## src/hw/rtl/pcc_pkg.sv

```systemverilog
// Package for the PID controller with clamped integral term.
// Holds the configuration register map, the register bundle type and the field widths.
// Used by pcc_cfg_regs, pcc_core and pid_controller_clamped_integral.
package pcc_pkg;

  localparam int unsigned FracBits  = 12;
  localparam int unsigned GainW     = 18;
  localparam int unsigned LimitW    = 31;
  localparam int unsigned ErrW      = 16;
  localparam int unsigned DriveW    = 32;
  localparam int unsigned ApbDataW  = 32;
  localparam int unsigned ApbAddrW  = 4;

  // Register indexes; byte address is four times the index.
  typedef enum logic [1:0] {
    REG_KP_GAIN        = 2'd0,
    REG_KI_GAIN        = 2'd1,
    REG_KD_GAIN        = 2'd2,
    REG_INTEGRAL_LIMIT = 2'd3
  } pcc_reg_e;

  // Register contents as seen by the datapath.
  typedef struct packed {
    logic signed [GainW-1:0] kp_gain;
    logic signed [GainW-1:0] ki_gain;
    logic signed [GainW-1:0] kd_gain;
    logic [LimitW-1:0]       integral_limit;
  } pcc_cfg_t;

endpackage

```

## src/hw/rtl/pcc_cfg_regs.sv

```systemverilog
// APB register file for the PID controller: gains and integral limit.
// Depends on pcc_pkg for the register map and the register bundle type.
module pcc_cfg_regs (
  input  logic                              clk_i,
  input  logic                              rst_ni,
  input  logic                              psel,
  input  logic                              penable,
  input  logic                              pwrite,
  input  logic [pcc_pkg::ApbAddrW-1:0]      paddr,
  input  logic [pcc_pkg::ApbDataW-1:0]      pwdata,
  output logic [pcc_pkg::ApbDataW-1:0]      prdata,
  output logic                              pready,
  output pcc_pkg::pcc_cfg_t                 cfg_o
);
  import pcc_pkg::*;

  pcc_cfg_t cfg_q, cfg_d;
  pcc_reg_e reg_idx;
  logic     wr_en;

  // The word index comes from the upper address bits; byte offsets are ignored.
  assign reg_idx = pcc_reg_e'(paddr[3:2]);
  assign wr_en   = psel && penable && pwrite;
  assign pready  = 1'b1;

  // Next register values on a completed write transfer.
  always_comb begin
    cfg_d = cfg_q;
    if (wr_en) begin
      unique case (reg_idx)
        REG_KP_GAIN:        cfg_d.kp_gain        = pwdata[GainW-1:0];
        REG_KI_GAIN:        cfg_d.ki_gain        = pwdata[GainW-1:0];
        REG_KD_GAIN:        cfg_d.kd_gain        = pwdata[GainW-1:0];
        REG_INTEGRAL_LIMIT: cfg_d.integral_limit = pwdata[LimitW-1:0];
      endcase
    end
  end

  always_ff @(posedge clk_i or negedge rst_ni) begin
    if (!rst_ni) begin
      cfg_q <= '0;
    end else begin
      cfg_q <= cfg_d;
    end
  end

  // Read data: gains are sign-extended to the bus width.
  always_comb begin
    unique case (reg_idx)
      REG_KP_GAIN:        prdata = ApbDataW'(cfg_q.kp_gain);
      REG_KI_GAIN:        prdata = ApbDataW'(cfg_q.ki_gain);
      REG_KD_GAIN:        prdata = ApbDataW'(cfg_q.kd_gain);
      REG_INTEGRAL_LIMIT: prdata = ApbDataW'(cfg_q.integral_limit);
    endcase
  end

  assign cfg_o = cfg_q;

  // A write transfer lands in the addressed register on the next cycle.
  a_kp_write: assert property (@(posedge clk_i) disable iff (!rst_ni)
    (wr_en && reg_idx == REG_KP_GAIN) |=> cfg_q.kp_gain == $past(pwdata[GainW-1:0]))
    else $error("kp_gain write lost");
  a_limit_write: assert property (@(posedge clk_i) disable iff (!rst_ni)
    (wr_en && reg_idx == REG_INTEGRAL_LIMIT)
      |=> cfg_q.integral_limit == $past(pwdata[LimitW-1:0]))
    else $error("integral_limit write lost");
  a_no_write_hold: assert property (@(posedge clk_i) disable iff (!rst_ni)
    !wr_en |=> $stable(cfg_q))
    else $error("register changed without a write transfer");

endmodule

```

## src/hw/rtl/pcc_core.sv

```systemverilog
// PID arithmetic and controller state: three gain products, clamped integral, saturated sum.
// Depends on pcc_pkg for widths and the register bundle type.
module pcc_core (
  input  logic                              clk_i,
  input  logic                              rst_ni,
  input  pcc_pkg::pcc_cfg_t                 cfg_i,
  input  logic signed [pcc_pkg::ErrW-1:0]   error_sample_i,
  input  logic                              advance_i,
  output logic signed [pcc_pkg::DriveW-1:0] drive_value_o
);
  import pcc_pkg::*;

  localparam int unsigned NegW  = ErrW + 1;           // negated sample, holds +32768
  localparam int unsigned DiffW = NegW + 1;
  localparam int unsigned PW    = GainW + NegW;       // 35-bit products
  localparam int unsigned DW    = GainW + DiffW;      // 36-bit product
  localparam int unsigned PTW   = PW - FracBits;      // 23-bit terms
  localparam int unsigned DTW   = DW - FracBits;      // 24-bit term
  localparam int unsigned AccW  = DriveW + 1;
  localparam int unsigned SumW  = DriveW + 2;

  logic signed [NegW-1:0]   prev_err_q;
  logic signed [DriveW-1:0] integral_q, integral_d;
  logic                     started_q;

  logic signed [NegW-1:0]   neg_err;
  logic signed [DiffW-1:0]  err_diff;
  logic signed [PW-1:0]     p_prod, i_prod;
  logic signed [DW-1:0]     d_prod;
  logic signed [PTW-1:0]    p_term, i_add;
  logic signed [DTW-1:0]    d_term;
  logic signed [AccW-1:0]   acc, lim_pos, lim_neg, acc_clamped;
  logic signed [SumW-1:0]   sum;

  // Negate the sample and take the change since the previous one.
  assign neg_err  = -NegW'(error_sample_i);
  assign err_diff = DiffW'(neg_err) - DiffW'(prev_err_q);

  // Exact products, brought back to 12 fractional bits by flooring.
  assign p_prod = PW'(cfg_i.kp_gain) * PW'(neg_err);
  assign i_prod = PW'(cfg_i.ki_gain) * PW'(neg_err);
  assign d_prod = DW'(cfg_i.kd_gain) * DW'(err_diff);
  assign p_term = p_prod[PW-1:FracBits];
  assign i_add  = i_prod[PW-1:FracBits];
  assign d_term = started_q ? d_prod[DW-1:FracBits] : '0;

  // Integral accumulate and clamp; the first sample loads the increment as is.
  assign acc     = AccW'(integral_q) + AccW'(i_add);
  assign lim_pos = AccW'({1'b0, cfg_i.integral_limit});
  assign lim_neg = -lim_pos;

  always_comb begin
    priority if (acc > lim_pos) begin
      acc_clamped = lim_pos;
    end else if (acc < lim_neg) begin
      acc_clamped = lim_neg;
    end else begin
      acc_clamped = acc;
    end
    integral_d = started_q ? acc_clamped[DriveW-1:0] : DriveW'(i_add);
  end

  // Sum of the three terms, saturated to the output range.
  assign sum = SumW'(p_term) + SumW'(integral_d) + SumW'(d_term);

  always_comb begin
    priority if (sum > $signed(SumW'({1'b0, {(DriveW-1){1'b1}}}))) begin
      drive_value_o = {1'b0, {(DriveW-1){1'b1}}};
    end else if (sum < -$signed(SumW'({1'b1, {(DriveW-1){1'b0}}}))) begin
      drive_value_o = {1'b1, {(DriveW-1){1'b0}}};
    end else begin
      drive_value_o = sum[DriveW-1:0];
    end
  end

  // Controller state moves on with every sample that is processed.
  always_ff @(posedge clk_i or negedge rst_ni) begin
    if (!rst_ni) begin
      prev_err_q <= '0;
      integral_q <= '0;
      started_q  <= 1'b0;
    end else if (advance_i) begin
      prev_err_q <= neg_err;
      integral_q <= integral_d;
      started_q  <= 1'b1;
    end
  end

  // Once started, every accumulate leaves the integral within the limit.
  a_integral_bound: assert property (@(posedge clk_i) disable iff (!rst_ni)
    (advance_i && started_q) |=>
      (AccW'(integral_q) <= $signed(AccW'({1'b0, $past(cfg_i.integral_limit)})) &&
       AccW'(integral_q) >= -$signed(AccW'({1'b0, $past(cfg_i.integral_limit)}))))
    else $error("integral term outside its limit");
  a_started_sticky: assert property (@(posedge clk_i) disable iff (!rst_ni)
    started_q |=> started_q)
    else $error("started flag dropped");
  a_first_sample: assert property (@(posedge clk_i) disable iff (!rst_ni)
    (advance_i && !started_q) |=> started_q && integral_q == DriveW'($past(i_add)))
    else $error("first sample did not load the integral increment");
  a_state_hold: assert property (@(posedge clk_i) disable iff (!rst_ni)
    !advance_i |=> ($stable(integral_q) && $stable(prev_err_q)))
    else $error("state changed without a processed sample");

endmodule

```

## src/hw/rtl/pid_controller_clamped_integral.sv

```systemverilog
// Top level of the PID controller with clamped integral: input register, core, result register.
// Depends on pcc_pkg, pcc_cfg_regs and pcc_core.
//
//   channel   direction  width  contents
//   s_axis    in         16     error_sample (signed, 12 fractional bits)
//   m_axis    out        32     drive_value (signed, 12 fractional bits, saturated)
//   apb       in/out     32     kp_gain 0x0, ki_gain 0x4, kd_gain 0x8, integral_limit 0xC
//
// One sample per cycle while results are taken; each passes the input and result registers.
// The arithmetic is one pass between the input register and the result register.
// Reset clears the gains, the limit, the integral, the previous error and both valid flags.
// A stalled result holds in the result register; the input register still takes a sample
// in the same cycle as the result is taken, so full rate is kept under a steady tready.
module pid_controller_clamped_integral (
  input  logic                            clk_i,
  input  logic                            rst_ni,
  // Sample input.
  input  logic                            s_axis_tvalid,
  output logic                            s_axis_tready,
  input  logic [pcc_pkg::ErrW-1:0]        s_axis_tdata,   // [15:0] error_sample
  // Result output.
  output logic                            m_axis_tvalid,
  input  logic                            m_axis_tready,
  output logic [pcc_pkg::DriveW-1:0]      m_axis_tdata,   // [31:0] drive_value
  // Configuration.
  input  logic                            psel,
  input  logic                            penable,
  input  logic                            pwrite,
  input  logic [pcc_pkg::ApbAddrW-1:0]    paddr,
  input  logic [pcc_pkg::ApbDataW-1:0]    pwdata,
  output logic [pcc_pkg::ApbDataW-1:0]    prdata,
  output logic                            pready
);
  import pcc_pkg::*;

  pcc_cfg_t                 cfg;
  logic                     in_valid_q;
  logic signed [ErrW-1:0]   in_data_q;
  logic                     out_valid_q;
  logic [DriveW-1:0]        out_data_q;
  logic signed [DriveW-1:0] drive_value;
  logic                     advance;

  pcc_cfg_regs u_regs (
    .clk_i   (clk_i),
    .rst_ni  (rst_ni),
    .psel    (psel),
    .penable (penable),
    .pwrite  (pwrite),
    .paddr   (paddr),
    .pwdata  (pwdata),
    .prdata  (prdata),
    .pready  (pready),
    .cfg_o   (cfg)
  );

  // The held sample is processed when the result register is free or being emptied.
  assign advance       = in_valid_q && (!out_valid_q || m_axis_tready);
  assign s_axis_tready = !in_valid_q || advance;

  pcc_core u_core (
    .clk_i          (clk_i),
    .rst_ni         (rst_ni),
    .cfg_i          (cfg),
    .error_sample_i (in_data_q),
    .advance_i      (advance),
    .drive_value_o  (drive_value)
  );

  // Input register.
  always_ff @(posedge clk_i or negedge rst_ni) begin
    if (!rst_ni) begin
      in_valid_q <= 1'b0;
    end else if (s_axis_tready) begin
      in_valid_q <= s_axis_tvalid;
    end
  end

  always_ff @(posedge clk_i) begin
    if (s_axis_tready && s_axis_tvalid) begin
      in_data_q <= s_axis_tdata;
    end
  end

  // Result register.
  always_ff @(posedge clk_i or negedge rst_ni) begin
    if (!rst_ni) begin
      out_valid_q <= 1'b0;
    end else if (advance) begin
      out_valid_q <= 1'b1;
    end else if (m_axis_tready) begin
      out_valid_q <= 1'b0;
    end
  end

  always_ff @(posedge clk_i) begin
    if (advance) begin
      out_data_q <= drive_value;
    end
  end

  assign m_axis_tvalid = out_valid_q;
  assign m_axis_tdata  = out_data_q;

  // A processed sample always shows up as a result on the next cycle.
  a_result_follows: assert property (@(posedge clk_i) disable iff (!rst_ni)
    advance |=> m_axis_tvalid && m_axis_tdata == $past(drive_value))
    else $error("processed sample produced no result");
  a_ready_only_on_stall: assert property (@(posedge clk_i) disable iff (!rst_ni)
    !s_axis_tready |-> (in_valid_q && out_valid_q && !m_axis_tready))
    else $error("input stalled without a blocked result");
  a_held_sample: assert property (@(posedge clk_i) disable iff (!rst_ni)
    (in_valid_q && !advance) |=> in_valid_q && $stable(in_data_q))
    else $error("waiting sample lost");

endmodule
```

## config.mk

```make
export PLATFORM = sky130hd
export DESIGN_NAME = pid_controller_clamped_integral
export DESIGN_NICKNAME = d
export VERILOG_FILES = /design/src/hw/rtl/pcc_pkg.sv /design/src/hw/rtl/pcc_cfg_regs.sv /design/src/hw/rtl/pcc_core.sv /design/src/hw/rtl/pid_controller_clamped_integral.sv
export SDC_FILE = /design/constraint.sdc
export NUM_CORES = 2
export LEC_CHECK = 0
export BUFFER_PORTS_ARGS = -buffer_cell sky130_fd_sc_hd__clkbuf_2
export CAP_MARGIN = 20
export CORE_MARGIN = 2
export CORE_UTILIZATION = 50
export DETAILED_ROUTE_END_ITERATION = 10
export GPL_TIMING_DRIVEN = 0
export PLACE_DENSITY = 0.71
export SYNTH_ARGS = -nofsm -noshare
export SYNTH_HDL_FRONTEND = slang
export SYNTH_SLANG_ARGS = --single-unit
```

## constraint.sdc

```tcl
create_clock -name clk_i -period 36.5 [get_ports clk_i]
set_input_delay 3.65 -clock clk_i [delete_from_list [all_inputs] [get_ports clk_i]]
set_output_delay 3.65 -clock clk_i [all_outputs]
set_load 0.02 [all_outputs]
```

## Word level (Yosys, flattened, before mapping)

Cells that the tools add are included.
W data, S select, Z words.

| operators by class | value |
|---|---|
| reduce and logical (&&, ||, !) cells | 14 |
| add/sub/neg operators | 6 |
| eq/ne operators | 3 |
| $lt $le $gt $ge | 4 |
| muxes and demuxes | 8 |
| multipliers | 3 |

Operator list:

| kind | number |
|---|---|
| $mux W32 | 4 |
| $pmux W32 S4 | 1 |
| $mul A18 B17 Y35 | 2 |
| $mul A18 B18 Y36 | 1 |
| $add A33 B24 Y34 | 1 |
| $gt A34 B32 Y1 const B | 1 |
| $lt A34 B32 Y1 const B | 1 |
| $add A23 B32 Y33 | 1 |
| $add A32 B23 Y33 | 1 |
| $gt A33 B32 Y1 | 1 |
| $lt A33 B33 Y1 | 1 |
| $neg A31 Y33 | 1 |
| $mux W24 | 1 |
| $sub A17 B17 Y18 | 1 |
| $neg A16 Y17 | 1 |
| $reduce_and A2 Y1 | 4 |
| $eq A2 B2 Y1 const B | 2 |
| $logic_and A1 B1 Y1 | 4 |
| $eq A2 B1 Y1 const B | 1 |
| $logic_not A1 Y1 | 2 |
| $logic_not A2 Y1 | 1 |
| $logic_or A1 B1 Y1 | 2 |
| $mux W1 | 2 |
| $reduce_bool A2 Y1 | 1 |

| storage, ports and cells | value |
|---|---|
| bits of input ports | 59 |
| flip-flop bits (word level) | 185 |

## Logic depth before layout (Yosys ltp)

| logic depth | value |
|---|---|
| word-level depth | 11 |
| mapped depth | 71 |
| gate-level depth less buffers | 66 |

## Hierarchy

From an unflattened synthesis, not the netlist that was laid out.

| second synthesis, totals | value |
|---|---|
| cells, all modules | 5456 |
| area total of the unflattened synthesis | 50251.9 µm² |

Modules (own cells, without submodules):

| module | area each (µm²) | times used | cells each |
|---|---|---|---|
| pcc_core | 44903.1 | 1 | 5172 |
| pcc_cfg_regs | 3803.6 | 1 | 228 |
| pid_controller_clamped_integral | 1545.2 | 1 | 56 |

## Least setup slack after synthesis

No wires, ideal clock.

| timing path | value |
|---|---|
| path type | flip-flop to flip-flop |
| from | register in_data_q[0] |
| to | register out_data_q[10] (netlist: m_axis_tdata[10]) (data pin) |
| path buffers | 7 |
| cell stages (with the launch flop) | 66 |
| data arrival time | 14.909 ns |
| path slack | 21.320 ns |
| cells stage by stage | edfxtp_1 inv_1 ha_1 nand2_1 or3_1 nor3_1 xnor2_1 clkbuf_1 clkbuf_1 nand2_1 fa_1 inv_1 fa_1 inv_1 fa_1 inv_1 fa_1 fa_1 [30 not listed] a211oi_1 o22ai_1 fa_1 inv_1 ha_1 fa_1 a211oi_1 nor3_1 o21ai_0 o311ai_1 a41oi_1 a211o_1 a31oi_1 a311oi_1 xnor2_1 o21ai_0 clkbuf_1 o21ai_0 |

| on the way | value |
|---|---|
| longest elaborated chain between the ends | 11 |
| elaborated cells on any way between the ends | 17 |

Ends and longest elaborated chain:

| item | RTL line | source |
|---|---|---|
| from (decl) | pid_controller_clamped_integral.sv:38 | `logic signed [ErrW-1:0] in_data_q;` |
| from (signal assigned) | pid_controller_clamped_integral.sv:81 | `in_data_q <= s_axis_tdata;` |
| $neg A16 Y17 * | pcc_core.sv:36 | `assign neg_err = -NegW'(error_sample_i);` |
| $mul A18 B17 Y35 | pcc_core.sv:41 | `assign i_prod = PW'(cfg_i.ki_gain) * PW'(neg_err);` |
| $add A32 B23 Y33 | pcc_core.sv:48 | `assign acc = AccW'(integral_q) + AccW'(i_add);` |
| $lt A33 B33 Y1 | pcc_core.sv:55 | `end else if (acc < lim_neg) begin` |
| $mux W32 | pcc_core.sv:55 |  |
| $mux W32 | pcc_core.sv:53 | `priority if (acc > lim_pos) begin` |
| $mux W32 | pcc_core.sv:60 | `integral_d = started_q ? acc_clamped[DriveW-1:0] : DriveW'(i_add);` |
| $add A23 B32 Y33 | pcc_core.sv:64 | `assign sum = SumW'(p_term) + SumW'(integral_d) + SumW'(d_term);` |
| $add A33 B24 Y34 * | pcc_core.sv:64 |  |
| $lt A34 B32 Y1 | pcc_core.sv:69 | `end else if (sum < -$signed(SumW'({1'b1, {(DriveW-1){1'b0}}}))) begin` |
| $mux W32 | pcc_core.sv:69 |  |
| to (signal assigned) | pid_controller_clamped_integral.sv:98 | `out_data_q <= drive_value;` |
| to (decl) | pid_controller_clamped_integral.sv:40 | `logic [DriveW-1:0] out_data_q;` |

Every way passes the cells marked *; elsewhere a longest branch is shown, timed or not.
A chain may end at the register's enable or synchronous reset.

## Final worst setup path

| timing path | value |
|---|---|
| from | register in_data_q[0] |
| to | register out_data_q[20] (netlist: m_axis_tdata[20]) (data pin) |

| on the way | value |
|---|---|
| longest elaborated chain between the ends | 11 |
| elaborated cells on any way between the ends | 17 |

Ends and longest elaborated chain:

| item | RTL line | source |
|---|---|---|
| $neg A16 Y17 * | pcc_core.sv:36 |  |
| $mul A18 B17 Y35 * | pcc_core.sv:41 |  |
| $add A32 B23 Y33 | pcc_core.sv:48 |  |
| $lt A33 B33 Y1 | pcc_core.sv:55 |  |
| $mux W32 | pcc_core.sv:55 |  |
| $mux W32 | pcc_core.sv:53 |  |
| $mux W32 * | pcc_core.sv:60 |  |
| via u_core.integral_d[9] | pcc_core.sv:23 | `logic signed [DriveW-1:0] integral_q, integral_d;` |
| $add A23 B32 Y33 * | pcc_core.sv:64 |  |
| $add A33 B24 Y34 * | pcc_core.sv:64 |  |
| $lt A34 B32 Y1 | pcc_core.sv:69 |  |
| $mux W32 | pcc_core.sv:69 |  |

Mark *: on every way through the listed nets, which the timed path passes. The rest lies on a longest branch.

==> results.md <==
- PostCTS Resize Cnt: 0
- Area grow syn2layout: 6.13%
- Total gr overflow: 0
- Simple-gate share of the synthesized area: 14.9%
- Chip Width: 316 um
- Gpl congestion: 0.993
- Filler cells: 8776
- Post-Syn Instances: 5259
- Sum of negative setup slack: 0 ns
- Largest family of logic cells by synthesized area: adder cells
- Footprint of the multi-input gates: 38800 sq um
- Via Count: 37900
- Largest net degree at the start of global routing: 107
- Reg-to-reg slack, setup: 16.02 ns
- Wire per inst: 22.4 um
- Register bit count reported by yosys: 185
- Crit path max fanout: 10
- Final #Nets: 6849
- Post-CTS setup buffers: 0
- Synth Cell Area: 48700 sq um
- CP Capture Point: m_axis_tdata[20]
- Router iterations before antenna repair: 7
- Hold Path Class: flip-flop to flip-flop
- Syn_nets: 6699
- Crit path DAT: 20.69 ns
- Layout cells sized above 1: 5.77%
- Final Critical Period: 20.48 ns
- Area fraction in compound gates after synthesis: 7.94%
- Startpoint Class: flip-flop
- Largest cells by area after synthesis: fa_1, ha_1, inv_1, dfrtp_1, nand2_1
- Final period util: 56.1%
- Worst-skew pair later-pin latency: 0.49 ns
- PortBufs: 119
- Slowest stage cell on the critical path: clkbuf_1
- Asr flop ratio synth: 74.1%
- CTS H-tree depth: 4
- Fmax: 48.8 MHz
- Register area share after synthesis: 10.0%
- Max-Cap Viols: 0
- Setup violators final: 0
- Most frequent cells after synthesis: inv_1, fa_1, nand2_1
- Avg Synthesized Cell Area: 9.25 sq um
- Starting density of the core: 50.4%
- Remaining DRCs: 0
- Total GRT Usage: 31.2%
- Post-synth EDFFs: 48
- CTS buffer count: 17
- RSZ-0062 raised after global routing: no
- Post-synth top flop: dfrtp_1
- Post-synthesis adder-cell area fraction: 50.7%
- Detail Placement HPWL: 126000 um
- CP peak stage delay: 0.87 ns
- Site Rows: 114
- First-pass GRT wire length: 233000 um
- Height of the chip: 316 um
- Status: finished clean
- Slew @ Worst Pin: 1.13 ns
- Final ANT Viol Nets: 0
- WL final: 150000 um
- Post-synthesis xor/xnor area fraction: 3.53%
- Layout Skew: 0.0193 ns
- Number of global-route vias before repair: 39600
- Initial antenna violation count: 12
- DIE AREA: 99900 sq um
- Synth top area share: 40.4%
- # IOs: 126
- Count leader, synth: inv_1
- Slew HR: 24.9%
- Critical path class: flip-flop to flip-flop
- Hold_buf cts: 0
- Worst EP required: 36.71 ns
- Multiplexer share of the synthesized area: 2.79%
- Yosys warns: 0
- Clk slew on worst S/H paths: 0.09 ns
- Post-synth top area cell: fa_1
- Register area: 4870 sq um
- Worst Reg-to-Reg Cells: 65
- CTS Sinks: 185
- Clock Path Buffers: 2
- TritonCTS clock tree: yes
- Clk root buf: clkbuf_16
- Vias per cell: 5.65
- CP most frequent cell: fa_1
- R2r endpoint: m_axis_tdata[20]
- Post-synth cell types: 91
- Worst setup path startpoint: in_data_q[0]
- Final hold viol count: 0
- Worst Setup End Kind: flip-flop
- Slew Limit Fails: 0
- Core Area: 96600 sq um
- R2r startpoint: in_data_q[0]
- DR iter-0 viols: 3377
==> worst min path at each step <==
stage	startpoint	cells past startpoint	to	slack (ns)
6_report	in_valid_q	1	m_axis_tvalid	0.50
2_1_floorplan	u_core.prev_err_q[16]	2	u_core.prev_err_q[16]	0.45
3_5_place_dp	in_valid_q	1	m_axis_tvalid	0.50
5_1_grt	in_valid_q	1	m_axis_tvalid	0.52
3_3_place_gp	u_core.prev_err_q[16]	2	u_core.prev_err_q[16]	0.47
4_1_cts	in_valid_q	1	m_axis_tvalid	0.51
==> cell type report <==
cell class              instances  area share (%)
plain buffers                 254            1.96
clock inverters                15           0.402
diodes                          5          0.0242
multi-input cells            3769            75.2
clock buffers                  17           0.824
flip-flops and latches        185            9.43
repair buffers                131            1.42
well taps                    1276            3.09
inverters                    1051            7.64
==> state kept, by name, indices dropped and copies added (netlist names) <==
name               flops
in_data_q             16
u_core.prev_err_q     17
in_valid_q             1
m_axis_tvalid          1
m_axis_tdata          32
u_regs.cfg_o          85
u_core.integral_q     32
u_core.started_q       1
==> cells by family after synthesis <==
group / Yosys count
simple gates: 1476
fa+ha+maj: 1381
buf+inv: 1305
compound gates: 610
xor+xnor: 196
flops: 185
mux: 105
other cells: 1
==> critical path: cells and delay by family (launching register included) <==
family          cells  cell delay, ns
flops               1            0.61
simple gates       13            2.91
fa+ha+maj          12            5.26
compound gates     24            7.18
xor+xnor            4            1.11
buf+inv            12            3.14
==> cell usage in the layout, fill, tap and decap left out, types with 9 or more instances in the layout <==
cell type and instances:
a211oi_1 20, a21o_1 95, a21oi_1 154, a31oi_1 21, and2_1 355, and3_1 15
buf_1 28, buf_4 13, clkbuf_1 208, clkbuf_16 17, clkbuf_2 121, dfrtp_1 137
edfxtp_1 48, fa_1 983, ha_1 398, inv_1 1051, mux2_2 71, mux2i_1 16
mux4_2 17, nand2_1 662, nand2b_1 91, nand3_1 29, nand4_1 27, nor2_1 146
nor2b_1 30, nor3_1 34, o211ai_1 31, o21a_1 22, o21ai_0 159, o21bai_1 17
o31ai_1 9, or2_2 23, or3_1 9, xnor2_1 134, xor2_1 62
==> layer usage <==
metal	vias to the layer above	GRT usage (%)	wire length, um
met1	19100	41.1	58400
li1	16500	-	-
met5	-	0	85
met3	407	8.42	16200
met4	12	14.7	8900
met2	1890	48.0	66400
==> through the flow <==
stage / area (sq um) / instances / util [%] / hold WS [ns] / setup slack, ns
after floorplan: 48700 / 5259 / - / 0.450 / 21.32
after global placement: 50900 / 6654 / 52.7 / 0.472 / 16.88
after detailed placement: 51000 / 6663 / 52.8 / 0.497 / 16.75
after CTS: 51600 / 6695 / 53.5 / 0.508 / 16.60
after global routing: 51600 / 6698 / 53.5 / 0.517 / 15.28
final: 51700 / 6703 / 53.5 / 0.502 / 16.02
Power is left out: the tool's default activity adds up to more than one toggle a clock period on the data nets, which glitch-free logic cannot reach.
